### src/bba_pkg.sv
package bba_pkg;

   localparam int MAX_BLOCKS         = 32768;
   localparam int BITS_PER_MAP_BLOCK = 32768;
   localparam int WORD_BITS          = 32;
   localparam int MAP_WORDS          = (MAX_BLOCKS + WORD_BITS - 1) / WORD_BITS;
   localparam int ADDR_W             = $clog2(MAP_WORDS);
   localparam int BIT_W              = $clog2(WORD_BITS);
   localparam int BLK_W              = 15;
   localparam int CNT_W              = 16;
   localparam int RESERVED_BASE      = 3;

   localparam logic [CNT_W-1:0] TOTAL_BLOCKS_RESET = 16'd32768;

   localparam logic [1:0] FUNC_QUERY = 2'd0;
   localparam logic [1:0] FUNC_FREE  = 2'd1;
   localparam logic [1:0] FUNC_ALLOC = 2'd2;

   localparam logic [1:0] STATUS_OK        = 2'd0;
   localparam logic [1:0] STATUS_NO_SPACE  = 2'd1;
   localparam logic [1:0] STATUS_FREE_ZERO = 2'd2;
   localparam logic [1:0] STATUS_RANGE     = 2'd3;

   typedef struct packed {
      logic       clear_step;
      logic       accept;
      logic       rd_op;
      logic       free_wr;
      logic       div_load;
      logic       div_step;
      logic       setup;
      logic       setup_phase2;
      logic       scan_step;
      logic       commit;
      logic       rsp_load;
      logic [1:0] rsp_status;
      logic       rsp_query;
      logic       rsp_alloc;
   } cmd_type;

   typedef struct packed {
      logic       clear_done;
      logic [1:0] func;
      logic       blk_zero;
      logic       blk_oor;
      logic       has_space;
      logic       div_done;
      logic       start_zero;
      logic       found;
      logic       phase_done;
   } sts_type;

endpackage

### src/bba_ctrl.sv
module bba_ctrl (
   input  logic             clock,
   input  logic             reset,
   input  logic             start,
   output logic             busy,
   input  bba_pkg::sts_type sts,
   output bba_pkg::cmd_type cmd
);
   import bba_pkg::*;

   localparam logic [3:0] ST_CLEAR    = 4'd0;
   localparam logic [3:0] ST_IDLE     = 4'd1;
   localparam logic [3:0] ST_DISPATCH = 4'd2;
   localparam logic [3:0] ST_READ     = 4'd3;
   localparam logic [3:0] ST_CHECK    = 4'd4;
   localparam logic [3:0] ST_DIV      = 4'd5;
   localparam logic [3:0] ST_SETUP1   = 4'd6;
   localparam logic [3:0] ST_SCAN1    = 4'd7;
   localparam logic [3:0] ST_SETUP2   = 4'd8;
   localparam logic [3:0] ST_SCAN2    = 4'd9;

   logic [3:0] state_ff;
   logic [3:0] state_in;

   assign busy = (state_ff != ST_IDLE);

   always_comb begin
      cmd      = '0;
      state_in = state_ff;
      case (state_ff)
         ST_CLEAR: begin
            cmd.clear_step = 1'b1;
            if (sts.clear_done) state_in = ST_IDLE;
         end
         ST_IDLE: begin
            if (start) begin
               cmd.accept = 1'b1;
               state_in   = ST_DISPATCH;
            end
         end
         ST_DISPATCH: begin
            case (sts.func)
               FUNC_QUERY: begin
                  if (sts.blk_oor) begin
                     cmd.rsp_load   = 1'b1;
                     cmd.rsp_status = STATUS_RANGE;
                     state_in       = ST_IDLE;
                  end else begin
                     state_in = ST_READ;
                  end
               end
               FUNC_FREE: begin
                  if (sts.blk_zero) begin
                     cmd.rsp_load   = 1'b1;
                     cmd.rsp_status = STATUS_FREE_ZERO;
                     state_in       = ST_IDLE;
                  end else if (sts.blk_oor) begin
                     cmd.rsp_load   = 1'b1;
                     cmd.rsp_status = STATUS_RANGE;
                     state_in       = ST_IDLE;
                  end else begin
                     state_in = ST_READ;
                  end
               end
               FUNC_ALLOC: begin
                  if (!sts.has_space) begin
                     cmd.rsp_load   = 1'b1;
                     cmd.rsp_status = STATUS_NO_SPACE;
                     state_in       = ST_IDLE;
                  end else begin
                     cmd.div_load = 1'b1;
                     state_in     = ST_DIV;
                  end
               end
               default: begin
                  // unused op code: all-zero result
                  cmd.rsp_load   = 1'b1;
                  cmd.rsp_status = STATUS_OK;
                  state_in       = ST_IDLE;
               end
            endcase
         end
         ST_READ: begin
            cmd.rd_op = 1'b1;
            state_in  = ST_CHECK;
         end
         ST_CHECK: begin
            cmd.free_wr    = (sts.func == FUNC_FREE);
            cmd.rsp_query  = (sts.func == FUNC_QUERY);
            cmd.rsp_load   = 1'b1;
            cmd.rsp_status = STATUS_OK;
            state_in       = ST_IDLE;
         end
         ST_DIV: begin
            if (sts.div_done) state_in = ST_SETUP1;
            else cmd.div_step = 1'b1;
         end
         ST_SETUP1: begin
            cmd.setup = 1'b1;
            state_in  = ST_SCAN1;
         end
         ST_SCAN1: begin
            cmd.scan_step = 1'b1;
            if (sts.found) begin
               cmd.commit     = 1'b1;
               cmd.rsp_load   = 1'b1;
               cmd.rsp_status = STATUS_OK;
               cmd.rsp_alloc  = 1'b1;
               state_in       = ST_IDLE;
            end else if (sts.phase_done) begin
               if (sts.start_zero) begin
                  cmd.rsp_load   = 1'b1;
                  cmd.rsp_status = STATUS_NO_SPACE;
                  state_in       = ST_IDLE;
               end else begin
                  state_in = ST_SETUP2;
               end
            end
         end
         ST_SETUP2: begin
            cmd.setup        = 1'b1;
            cmd.setup_phase2 = 1'b1;
            state_in         = ST_SCAN2;
         end
         ST_SCAN2: begin
            cmd.scan_step = 1'b1;
            if (sts.found) begin
               cmd.commit     = 1'b1;
               cmd.rsp_load   = 1'b1;
               cmd.rsp_status = STATUS_OK;
               cmd.rsp_alloc  = 1'b1;
               state_in       = ST_IDLE;
            end else if (sts.phase_done) begin
               cmd.rsp_load   = 1'b1;
               cmd.rsp_status = STATUS_NO_SPACE;
               state_in       = ST_IDLE;
            end
         end
         default: begin
            state_in = ST_IDLE;
         end
      endcase
   end

   always_ff @(posedge clock) begin
      if (reset) state_ff <= ST_CLEAR;
      else state_ff <= state_in;
   end

endmodule

### config.mk
export PLATFORM = sky130hd
export DESIGN_NAME = bba_ctrl
export DESIGN_NICKNAME = d
export VERILOG_FILES = /design/src/bba_pkg.sv /design/src/bba_ctrl.sv
export SDC_FILE = /design/constraint.sdc
export NUM_CORES = 1
export LEC_CHECK = 0
export BUFFER_PORTS_ARGS = -buffer_cell sky130_fd_sc_hd__buf_2
export CAP_MARGIN = 20
export CORE_UTILIZATION = 39
export DETAILED_ROUTE_END_ITERATION = 8
export PLACE_DENSITY = 0.83
export SETUP_SLACK_MARGIN = 0.5
export SLEW_MARGIN = 15
export SYNTH_ARGS = -nofsm -noshare
export SYNTH_HDL_FRONTEND = slang
export SYNTH_SLANG_ARGS = --single-unit
### constraint.sdc
create_clock -name clock -period 1.9 [get_ports clock]
set_clock_uncertainty 0.1 [all_clocks]
set_input_delay 0.57 -clock clock [delete_from_list [all_inputs] [get_ports clock]]
set_output_delay 0.57 -clock clock [all_outputs]
set_load 0.02 [all_outputs]
==> results of run 1 <==
per-stage QoR:
step	TNS (ns)	setup WS [ns]	hold WS, ns
after global placement	-0.407	-0.165	0.514
after detailed placement	-0.468	-0.180	0.524
after floorplan	-0.0662	-0.0481	0.510
after CTS	-1.38	-0.176	0.456
logic make-up after synthesis:
logic type	Yosys count	synth area share, %
flip-flops	4	14.6
AO/OA/AOI/OAI	26	35.5
AND/OR/NAND/NOR	38	38.9
buffers and inverters	11	9.15
multiplexers	1	1.83
timing repair:
| action | CTS |
|---|---|
| resized for setup | 38 |
| setup endpoints to repair | 20 |
| buffers inserted | 7 |
| pin swaps | 9 |
==> impl_metrics.sql, run 1 <==
INSERT INTO impl_metrics (metric_group, metric, value, unit) VALUES
('die', 'io_pins', '29', ''),
('status', 'run.stop_error', '[ERROR DPL-0038] Utilization greater than 100%, impossible to legalize', ''),
('clock_network', 'cts-root-buf', 'sky130_fd_sc_hd__clkbuf_4', ''),
('placement', 'port-buffer-count', '28', ''),
('logic_synthesis', 'postSynthAreaPerCell', '6.83', 'um^2'),
('logic_synthesis', 'postSynthNetCount', '93', ''),
('placement', 'dpl-instance-area', '992', 'um^2'),
('logic_synthesis', 'synth_top_flop_cell', 'sky130_fd_sc_hd__dfxtp_1', ''),
('grt', 'grt_start_max_net_pins', '18', ''),
('logic_synthesis', 'yosys_warnings', '0', ''),
('logic_synthesis', 'synth_top_cells_by_count', 'sky130_fd_sc_hd__a21oi_1 (7), sky130_fd_sc_hd__nor2_1 (7), sky130_fd_sc_hd__nand2_1 (6)', ''),
('die', 'floorplan.die.width', '39.4', 'um'),
('logic_synthesis', 'synth-seq-area-share', '14.6', '%'),
('logic_synthesis', 'synthDominantCellAreaShare', '14.6', '%'),
('clock_network', 'clock_path_buffers', '2', ''),
('die', 'initial_utilization', '42.0', '%'),
('placement', 'placed_cells_incl_taps', '136', ''),
('clock_network', 'cts.sink_count', '4', ''),
('logic_synthesis', 'netlist.top_cell.by_area', 'sky130_fd_sc_hd__dfxtp_1', ''),
('clock_network', 'numCtsBuffers', '3', ''),
('sta', 'postGrtWorstEndpoint', 'cmd[4]', ''),
('logic_synthesis', 'post_synth_inst_count', '80', ''),
('die', 'core_rows', '13', ''),
('sta', 'worstEpCategory', 'primary output', ''),
('placement', 'detailed_place_hpwl', '1490', 'um'),
('logic_synthesis', 'netlist-cell-type-count', '34', ''),
('placement', 'routabilityCongestion', '0.737', ''),
('logic_synthesis', 'synth_edf_count', '0', ''),
('logic_synthesis', 'synth_area', '547', 'um^2'),
('clock_network', 'cts_hold_buffers', '0', ''),
('clock_network', 'htreeDepth', '1', ''),
('logic_synthesis', 'synth-async-reset-ratio', '0', '%'),
('logic_synthesis', 'ys_top_cells_by_area', 'sky130_fd_sc_hd__dfxtp_1 (15%), sky130_fd_sc_hd__a21oi_1 (6.4%), sky130_fd_sc_hd__nor2_1 (4.8%)', ''),
('status', 'run_status', 'aborted with a tool error', ''),
('logic_synthesis', 'ys_ff_latch', '4', ''),
('die', 'die_height', '39.4', 'um'),
('status', 'stop_stage', 'global routing', '');
==> run 2: changes to the inputs <==
--- a/config.mk
+++ b/config.mk
@@ -7,10 +7,10 @@
 export LEC_CHECK = 0
 export BUFFER_PORTS_ARGS = -buffer_cell sky130_fd_sc_hd__buf_2
 export CAP_MARGIN = 20
-export CORE_UTILIZATION = 39
+export CORE_AREA = 2 2 63 65
 export DETAILED_ROUTE_END_ITERATION = 8
-export PLACE_DENSITY = 0.83
-export SETUP_SLACK_MARGIN = 0.5
+export DIE_AREA = 0 0 65 67
+export PLACE_DENSITY_LB_ADDON = 0.15
 export SLEW_MARGIN = 15
 export SYNTH_ARGS = -nofsm -noshare
 export SYNTH_HDL_FRONTEND = slang
==> constraint.sdc (replaced) <==
create_clock -name clock -period 2.45 [get_ports clock]
set_clock_uncertainty 0.1 [all_clocks]
set_input_delay 0.735 -clock clock [delete_from_list [all_inputs] [get_ports clock]]
set_output_delay 0.735 -clock clock [all_outputs]
set_load 0.02 [all_outputs]
==> run 2 against run 1 <==
Compared with the run above:
- synthesized area stayed put
- the flow now finishes without violations
- synthesized cell count is the same
==> impl_metrics.sql, run 2 <==
INSERT INTO impl_metrics (metric_group, metric, value, unit) VALUES
('worst_setup_path', 'r2r_end', 'state_ff[1]$_SDFFE_PP0P_', ''),
('sta', 'fmax', '0.418', 'GHz'),
('logic_synthesis', 'yosys-mux-area-fraction', '1.83', '%'),
('sta', 'timing_hold_violations_final', '0', ''),
('power_and_ir_drop', 'ir_worst_vdd', '0.331', 'mV'),
('logic_synthesis', 'synth_top_cells_by_count', 'sky130_fd_sc_hd__a21oi_1 (7), sky130_fd_sc_hd__nor2_1 (7), sky130_fd_sc_hd__nand2_1 (6)', ''),
('clock_network', 'clock_insertion_delay_worst_skew', '0.21', 'ns'),
('grt', 'vias_in_the_first_global_route', '629', ''),
('clock_network', 'cts_repair_resize_count', '2', ''),
('worst_setup_path', 'crit_fanout', '6', ''),
('die', 'die_area', '4360', 'um^2'),
('clock_network', 'cts-root-buf', 'sky130_fd_sc_hd__clkbuf_8', ''),
('cells_and_area', 'nFillCells', '413', ''),
('sta', 'worst-slew-pin-transition', '0.461', 'ns'),
('power_and_ir_drop', 'total_switching_power', '0.466', 'mW'),
('detailed_routing', 'avgViaCountPerCell', '4.35', ''),
('status', 'run_status', 'completed', ''),
('min_path', 'worst_hold_path_type', 'reg -> reg', ''),
('detailed_routing', 'route.final.wire_length', '1850', 'um'),
('cells_and_area', 'highest_count_cells_in_the_layout_ignoring_fill_and_taps', 'sky130_fd_sc_hd__buf_2 (27), sky130_fd_sc_hd__buf_4 (8), sky130_fd_sc_hd__nor2_1 (7), sky130_fd_sc_hd__a21oi_1 (7)', ''),
('logic_synthesis', 'synth_top_flop_cell', 'sky130_fd_sc_hd__dfxtp_1', ''),
('worst_setup_path', 'end_kind', 'output pin', ''),
('grt', 'grt_start_max_net_pins', '15', ''),
('die', 'core_rows', '22', ''),
('worst_setup_path', 'critical_path_arrival', '1.56', 'ns'),
('cells_and_area', 'largest_register_ffs', '4', ''),
('logic_synthesis', 'synth-compound-area-share', '35.5', '%'),
('logic_synthesis', 'synth_edf_count', '0', ''),
('clock_network', 'cts_hold_buffers', '0', ''),
('logic_synthesis', 'yosys.area_share.adder', '0', '%'),
('power_and_ir_drop', 'pwr-share-seq', '17.8', '%'),
('cells_and_area', 'mostFrequentLayoutCell', 'sky130_fd_sc_hd__buf_2', ''),
('die', 'initial_utilization', '15.2', '%'),
('worst_setup_path', 'worstSetupStartpointType', 'input port', ''),
('detailed_routing', 'drt_pass1_iterations', '2', ''),
('die', 'die_height', '67', 'um'),
('logic_synthesis', 'netlist-cell-type-count', '34', ''),
('worst_setup_path', 'worstSetupPathType', 'in -> out', ''),
('logic_synthesis', 'yosys_warnings', '0', ''),
('sta', 'layout_worst_path_cycle_share', '97.6', '%'),
('logic_synthesis', 'synth-async-reset-ratio', '0', '%'),
('sta', 'holdWs', '0.525', 'ns'),
('die', 'placeableCoreArea', '3610', 'um^2'),
('cells_and_area', 'syn_to_final_growth', '52.4', '%'),
('grt', 'initial_antenna_violation_count', '0', ''),
('cells_and_area', 'nets', '126', ''),
('cells_and_area', 'post_route_cells_drive_above_1_share', '45.0', '%'),
('logic_synthesis', 'main_combinational_cell_family_by_area_after_synthesis', 'simple AND/OR/NAND/NOR gates', ''),
('logic_synthesis', 'synth_xor_xnor_area_share', '0', '%'),
('worst_setup_path', 'internal_reg_to_reg_setup_slack', '0.84', 'ns'),
('sta', 'timing.slew.headroom', '69.0', '%'),
('detailed_routing', 'avgRoutedWirePerCell', '11.6', 'um'),
('cells_and_area', 'utilization', '23.1', '%'),
('cells_and_area', 'antenna_diode_instance_count', '0', ''),
('grt', 'grt_util_all_layers', '9.07', '%'),
('grt', 'grt_first_pass_wirelength', '3020', 'um'),
('detailed_routing', 'route.antenna.remaining_nets', '0', ''),
('worst_setup_path', 'ff2ff_path_depth', '4', ''),
('sta', 'report.final.slew_viol_count', '0', ''),
('logic_synthesis', 'postSynthNetCount', '93', ''),
('clock_network', 'clock_pin_slew_on_the_worst_setup_and_hold_paths', '0.03', 'ns'),
('clock_network', 'htreeDepth', '1', ''),
('run', 'maxCapViolations', '0', ''),
('logic_synthesis', 'netlist.top_cell.by_area', 'sky130_fd_sc_hd__dfxtp_1', ''),
('logic_synthesis', 'ys_top_cells_by_area', 'sky130_fd_sc_hd__dfxtp_1 (15%), sky130_fd_sc_hd__a21oi_1 (6.4%), sky130_fd_sc_hd__nor2_1 (4.8%)', ''),
('logic_synthesis', 'post_synth_inst_count', '80', ''),
('grt', 'grt.overflow.total', '0', ''),
('detailed_routing', 'drcViolationCount', '0', ''),
('logic_synthesis', 'synth_area', '547', 'um^2'),
('cells_and_area', 'register_area', '83.8', 'um^2'),
('min_path', 'hold_path_end', 'state_ff[1]$_SDFFE_PP0P_', ''),
('power_and_ir_drop', 'clock_power_share', '14.5', '%'),
('placement', 'detailed_place_hpwl', '1490', 'um'),
('sta', 'setup_repair_after_global_routing_missed_its_margin', 'no', ''),
('logic_synthesis', 'synth-seq-area-share', '14.6', '%'),
('logic_synthesis', 'yosys.area_share.simple', '38.9', '%'),
('power_and_ir_drop', 'static-leakage-power', '0.382', 'nW'),
('clock_network', 'numCtsBuffers', '3', ''),
('logic_synthesis', 'ys_ff_latch', '4', ''),
('power_and_ir_drop', 'combPwrFrac', '67.7', '%'),
('power_and_ir_drop', 'switching_share', '49.7', '%'),
('detailed_routing', 'num_vias', '692', ''),
('sta', 'setup_viol_count_final', '0', ''),
('min_path', 'holdPathStages', '2', ''),
('clock_network', 'cts_setup_buffers', '0', ''),
('logic_synthesis', 'synthDominantCellAreaShare', '14.6', '%'),
('power_and_ir_drop', 'fin_total_pwr', '0.938', 'mW'),
('placement', 'port-buffer-count', '28', ''),
('cells_and_area', 'multi_input_area', '438', 'um^2'),
('cells_and_area', 'layout.cells.non_filler', '159', ''),
('sta', 'final_critical_path_required_period', '2.39', 'ns'),
('logic_synthesis', 'postSynthAreaPerCell', '6.83', 'um^2'),
('placement', 'placed_cells_incl_taps', '156', ''),
('detailed_routing', 'drt_first_iter_violations', '5', ''),
('cells_and_area', 'registers.top_by_ff_count', 'state_ff', ''),
('clock_network', 'cts.sink_count', '4', ''),
('sta', 'final.setup.tns', '0', 'ns'),
('die', 'floorplan.die.width', '65', 'um'),
('cells_and_area', 'reg.largest.list', 'state_ff (4)', ''),
('min_path', 'timing.hold.worst.start', 'state_ff[1]$_SDFFE_PP0P_', ''),
('clock_network', 'cts_tree', 'yes', ''),
('worst_setup_path', 'cp.required', '1.62', 'ns'),
('power_and_ir_drop', 'p_int', '0.472', 'mW'),
('die', 'io_pins', '29', ''),
('power_and_ir_drop', 'power.density_cell_area', '1130', 'nW/um^2'),
('worst_setup_path', 'regToRegStartpoint', 'state_ff[3]$_SDFFE_PP0P_', ''),
('clock_network', 'clock_path_buffers', '2', ''),
('placement', 'routabilityCongestion', '0.766', '');
==> run 2: cell counts after synthesis <==
No cell type changed its count.
==> run 2: kinds of logic after synthesis <==
logic type	count (synthesis)
and+or+nand+nor	38
muxes	1
buffers and inverters	11
AOI/OAI and AO/OA	26
DFF	4
==> run 2: critical path, stage by stage <==
cell and delay, ns:
sky130_fd_sc_hd__buf_2 0.14, sky130_fd_sc_hd__nand2_2 0.08, sky130_fd_sc_hd__o21ai_2 0.06, sky130_fd_sc_hd__a211o_1 0.29
sky130_fd_sc_hd__o211ai_1 0.08, sky130_fd_sc_hd__buf_4 0.17
==> run 2: worst max path at each step <==
| stage | endpoint | startpoint |
|---|---|---|
| 2_1_floorplan | cmd[4] | sts[8] |
| 3_3_place_gp | cmd[4] | sts[8] |
| 3_5_place_dp | cmd[4] | sts[8] |
| 4_1_cts | cmd[4] | state_ff[3]$_SDFFE_PP0P_ |
| 5_1_grt | cmd[4] | sts[8] |
| 6_report | cmd[4] | sts[8] |
==> run 2: final cells by class <==
cell class	instances	area share, %
clock buffers	3	4.95
multi-input cells	65	52.6
repair buffers	35	23.4
flip-flops and latches	4	10.1
well taps	48	7.21
inverters	4	1.80
==> run 2: per-stage QoR <==
stage,worst slack (ns),cell area (um^2)
2_1_floorplan,0.00863,554
3_3_place_gp,-0.0118,772
3_5_place_dp,-0.0267,772
4_1_cts,0.00456,816
5_1_grt,0.0156,833
6_report,0.0596,833
==> run 2: power by group through the flow <==
stage / Combinational [mW] / Sequential (mW) / Clock [mW]
6_report: 0.635 / 0.167 / 0.136
5_1_grt: 0.709 / 0.178 / 0.148
4_1_cts: 0.635 / 0.160 / 0.141
3_5_place_dp: 0.626 / 0.162 / 0
3_3_place_gp: 0.622 / 0.163 / 0
2_1_floorplan: 0.483 / 0.118 / 0
==> run 2: layer usage <==
layer	GRT usage, %	up-vias	wire (um)
met5	0	-	0
met4	0.798	0	0
met3	3.72	0	75
met2	13.9	12	841
met1	12.2	314	929
li1	-	366	-
Note: power is estimated with default switching activity, not from simulation.
==> run 3: changes to the inputs <==
--- a/config.mk
+++ b/config.mk
@@ -10,7 +10,7 @@
 export CORE_AREA = 2 2 63 65
 export DETAILED_ROUTE_END_ITERATION = 8
 export DIE_AREA = 0 0 65 67
-export PLACE_DENSITY_LB_ADDON = 0.15
+export PLACE_DENSITY_LB_ADDON = 0.08
 export SLEW_MARGIN = 15
 export SYNTH_ARGS = -nofsm -noshare
 export SYNTH_HDL_FRONTEND = slang
==> constraint.sdc (replaced) <==
create_clock -name clock -period 2.15 [get_ports clock]
set_clock_uncertainty 0.1 [all_clocks]
set_input_delay 0.645 -clock clock [delete_from_list [all_inputs] [get_ports clock]]
set_output_delay 0.645 -clock clock [all_outputs]
set_load 0.02 [all_outputs]
==> run 3 against run 2 <==
Compared with the run above:
- the run now ends with negative setup slack left
- die area unchanged
- wire length grew 10%
- utilization increased by 5.7 points
- clock power grew 18%
- sequential power increased by 23%
- combinational power increased by 39%
- non-clock buffer count increased by 11
- critical path depth fell by 2
- setup slack lost 0.079 ns
- first-iteration DRC count rose to 4.0 times the previous value
- sequential share of layout area fell by 1.1 points
- cell count rose by 6.9%
- largest cell class unchanged
- highest routed layer unchanged
==> impl_metrics.sql, run 3 (same netlist as run 2, synthesis figures left out) <==
INSERT INTO impl_metrics (metric_group, metric, value, unit) VALUES
('placement', 'port-buffer-count', '28', ''),
('worst_setup_path', 'r2r_end', 'state_ff[1]$_SDFFE_PP0P_', ''),
('grt', 'grt.overflow.total', '0', ''),
('detailed_routing', 'wl_met2', '973', 'um'),
('cells_and_area', 'multi_input_area', '503', 'um^2'),
('cells_and_area', 'utilization', '28.8', '%'),
('placement', 'pre_cts_slack', '-0.126', 'ns'),
('cells_and_area', 'highest_count_cells_in_the_layout_ignoring_fill_and_taps', 'sky130_fd_sc_hd__buf_4 (24), sky130_fd_sc_hd__buf_2 (17), sky130_fd_sc_hd__nor2_1 (6), sky130_fd_sc_hd__a21oi_1 (6), sky130_fd_sc_hd__nand2_1 (5)', ''),
('detailed_routing', 'highest-signal-layer', 'met3', ''),
('worst_setup_path', 'worstSetupPathType', 'in -> out', ''),
('detailed_routing', 'drt_pass1_iterations', '4', ''),
('worst_setup_path', 'regToRegStartpoint', 'state_ff[2]$_SDFFE_PP0P_', ''),
('sta', 'worst-slew-pin-transition', '0.269', 'ns'),
('sta', 'final.setup.tns', '-0.0194', 'ns'),
('status', 'run_status', 'finished, violations left', ''),
('sta', 'fmax', '0.461', 'GHz'),
('placement', 'dpl-instance-area', '850', 'um^2'),
('clock_network', 'cts_hold_buffers', '0', ''),
('grt', 'grt_util_all_layers', '10.0', '%'),
('detailed_routing', 'avgRoutedWirePerCell', '11.9', 'um'),
('detailed_routing', 'route.final.wire_length', '2030', 'um'),
('power_and_ir_drop', 'fin_total_pwr', '1.25', 'mW'),
('detailed_routing', 'num_vias', '763', ''),
('sta', 'timing_hold_violations_final', '0', ''),
('worst_setup_path', 'internal_reg_to_reg_setup_slack', '0.54', 'ns'),
('sta', 'final_critical_path_setup_slack', '-0.0194', 'ns'),
('cells_and_area', 'mostFrequentLayoutCell', 'sky130_fd_sc_hd__buf_4', ''),
('worst_setup_path', 'ff2ff_path_depth', '4', ''),
('die', 'floorplan.die.width', '65', 'um'),
('clock_network', 'clock_path_buffers', '2', ''),
('worst_setup_path', 'cp.depth', '4', ''),
('worst_setup_path', 'worstSetupStartpointType', 'input port', ''),
('clock_network', 'cts.sink_count', '4', ''),
('sta', 'setup_viol_count_final', '1', ''),
('cells_and_area', 'nFillCells', '419', ''),
('die', 'placeableCoreArea', '3610', 'um^2'),
('worst_setup_path', 'cp_top_family', 'compound AO/OA/AOI/OAI gates', ''),
('detailed_routing', 'drt_first_iter_violations', '20', ''),
('worst_setup_path', 'cp.required', '1.40', 'ns'),
('placement', 'routabilityCongestion', '0.657', ''),
('clock_network', 'cts_tree', 'yes', ''),
('grt', 'grt_first_pass_wirelength', '3360', 'um'),
('cells_and_area', 'largest_register_ffs', '4', ''),
('detailed_routing', 'route.antenna.remaining_nets', '0', ''),
('die', 'io_pins', '29', ''),
('worst_setup_path', 'crit_path_max_incr_delay', '0.36', 'ns'),
('status', 'violated_checks', 'negative setup slack', ''),
('grt', 'initial_antenna_violation_count', '0', ''),
('die', 'core_rows', '22', ''),
('cells_and_area', 'syn_to_final_growth', '89.7', '%'),
('clock_network', 'clock_insertion_delay_worst_skew', '0.22', 'ns'),
('sta', 'timing.slew.headroom', '82.0', '%'),
('sta', 'final_critical_path_required_period', '2.17', 'ns'),
('cells_and_area', 'antenna_diode_instance_count', '0', ''),
('detailed_routing', 'drcViolationCount', '0', ''),
('worst_setup_path', 'critPathBufInv', '2', ''),
('cells_and_area', 'nets', '137', ''),
('placement', 'detailed_place_hpwl', '1630', 'um'),
('die', 'initial_utilization', '15.2', '%'),
('run', 'maxCapViolations', '0', ''),
('detailed_routing', 'detail_route.wirelength.met1', '913', 'um'),
('power_and_ir_drop', 'static-leakage-power', '0.462', 'nW'),
('worst_setup_path', 'cp_cell_sequence', 'buf_8 > o32a_1 > o32ai_2 > buf_4', ''),
('sta', 'layout_worst_path_cycle_share', '101', '%'),
('detailed_routing', 'avgViaCountPerCell', '4.49', ''),
('sta', 'report.final.slew_viol_count', '0', ''),
('power_and_ir_drop', 'ir_worst_vdd', '0.219', 'mV'),
('die', 'die_height', '67', 'um'),
('cells_and_area', 'finish.instance_area', '1040', 'um^2'),
('clock_network', 'htreeDepth', '1', ''),
('clock_network', 'numCtsBuffers', '3', ''),
('grt', 'grt_start_max_net_pins', '13', ''),
('grt', 'vias_in_the_first_global_route', '750', ''),
('worst_setup_path', 'end_kind', 'output pin', ''),
('worst_setup_path', 'timing.critical_path.to', 'cmd[2]', ''),
('detailed_routing', 'met3RoutedLength', '143', 'um'),
('clock_network', 'cts-root-buf', 'sky130_fd_sc_hd__clkbuf_8', ''),
('worst_setup_path', 'crit_fanout', '6', ''),
('min_path', 'worst_hold_path_type', 'in -> reg', ''),
('worst_setup_path', 'worst_path_max_delay_cell', 'sky130_fd_sc_hd__o32a_1', ''),
('power_and_ir_drop', 'power.density_cell_area', '1210', 'nW/um^2'),
('cells_and_area', 'registers.top_by_ff_count', 'state_ff', ''),
('cells_and_area', 'register_area', '92.6', 'um^2'),
('worst_setup_path', 'critical_path.startpoint', 'sts[8]', ''),
('sta', 'setup_repair_after_global_routing_missed_its_margin', 'yes', ''),
('cells_and_area', 'post_route_cells_drive_above_1_share', '59.8', '%'),
('die', 'die_area', '4360', 'um^2'),
('worst_setup_path', 'critical_path_arrival', '1.42', 'ns'),
('clock_network', 'clock_pin_slew_on_the_worst_setup_and_hold_paths', '0.03', 'ns'),
('cells_and_area', 'reg.largest.list', 'state_ff (4)', '');
[run 3: cell types whose count changed in the layout (fill, tap and decap cells not counted), moves of 2 or more]
cell,delta
sky130_fd_sc_hd__dfxtp_2,-2
sky130_fd_sc_hd__buf_4,+16
sky130_fd_sc_hd__nor4_2,+2
sky130_fd_sc_hd__nor3_1,-2
sky130_fd_sc_hd__buf_6,+4
sky130_fd_sc_hd__dfxtp_4,+3
sky130_fd_sc_hd__buf_2,-10
sky130_fd_sc_hd__nor3_2,+2
sky130_fd_sc_hd__nor4_1,-3
[run 3: timing repair]
action	CTS	global route
gates resized for setup	21	17
buffers inserted	1	0
setup endpoints to repair	11	9
pin swaps	6	2
cloned	0	0
[run 3: how the worst min path moves through the flow]
stage                     slack, ns  cells after the start                  endpoint                      from
final                          0.54                      2  state_ff[0]$_SDFFE_PP0P_                     reset
after global routing           0.54                      2  state_ff[0]$_SDFFE_PP0P_                     reset
after CTS                      0.54                      2  state_ff[0]$_SDFFE_PP0P_                     reset
after detailed placement       0.60                      2  state_ff[1]$_SDFFE_PP0P_  state_ff[1]$_SDFFE_PP0P_
after global placement         0.62                      2  state_ff[1]$_SDFFE_PP0P_  state_ff[1]$_SDFFE_PP0P_
after floorplan                0.53                      3  state_ff[2]$_SDFFE_PP0P_  state_ff[3]$_SDFFE_PP0P_
[run 3: per-stage QoR]
step / hold slack [ns] / instances
floorplan: 0.534 / 80
global placement: 0.619 / 166
detailed placement: 0.601 / 166
CTS: 0.536 / 170
global route: 0.541 / 170
finish: 0.541 / 170
[run 3: routing by layer]
layer,track usage (%),vias up
li1,-,385
met1,11.7,356
met2,16.9,22
met3,4.22,0
met4,2.39,0
met5,0,-
[run 3: worst reg2reg max path: stages, from the launching register on]
cell and delay (ns):
sky130_fd_sc_hd__dfxtp_4 0.38, sky130_fd_sc_hd__or3b_4 0.44, sky130_fd_sc_hd__a2bb2oi_1 0.18, sky130_fd_sc_hd__and2_4 0.18, sky130_fd_sc_hd__a311oi_2 0.23
[run 3: cell type report]
class	instances	area share, %
clock buffer	3	3.98
inverter	4	1.45
multi-input combinational	65	48.5
sequential	4	8.93
tap	48	5.79
timing repair buffer	46	31.4
[run 3: where the power goes]
part / total [mW] / internal (mW) / switching (mW)
Clock: 0.161 / 0.120 / 0.0412
Sequential: 0.206 / 0.126 / 0.0804
Combinational: 0.885 / 0.413 / 0.471
Total: 1.25 / 0.659 / 0.593
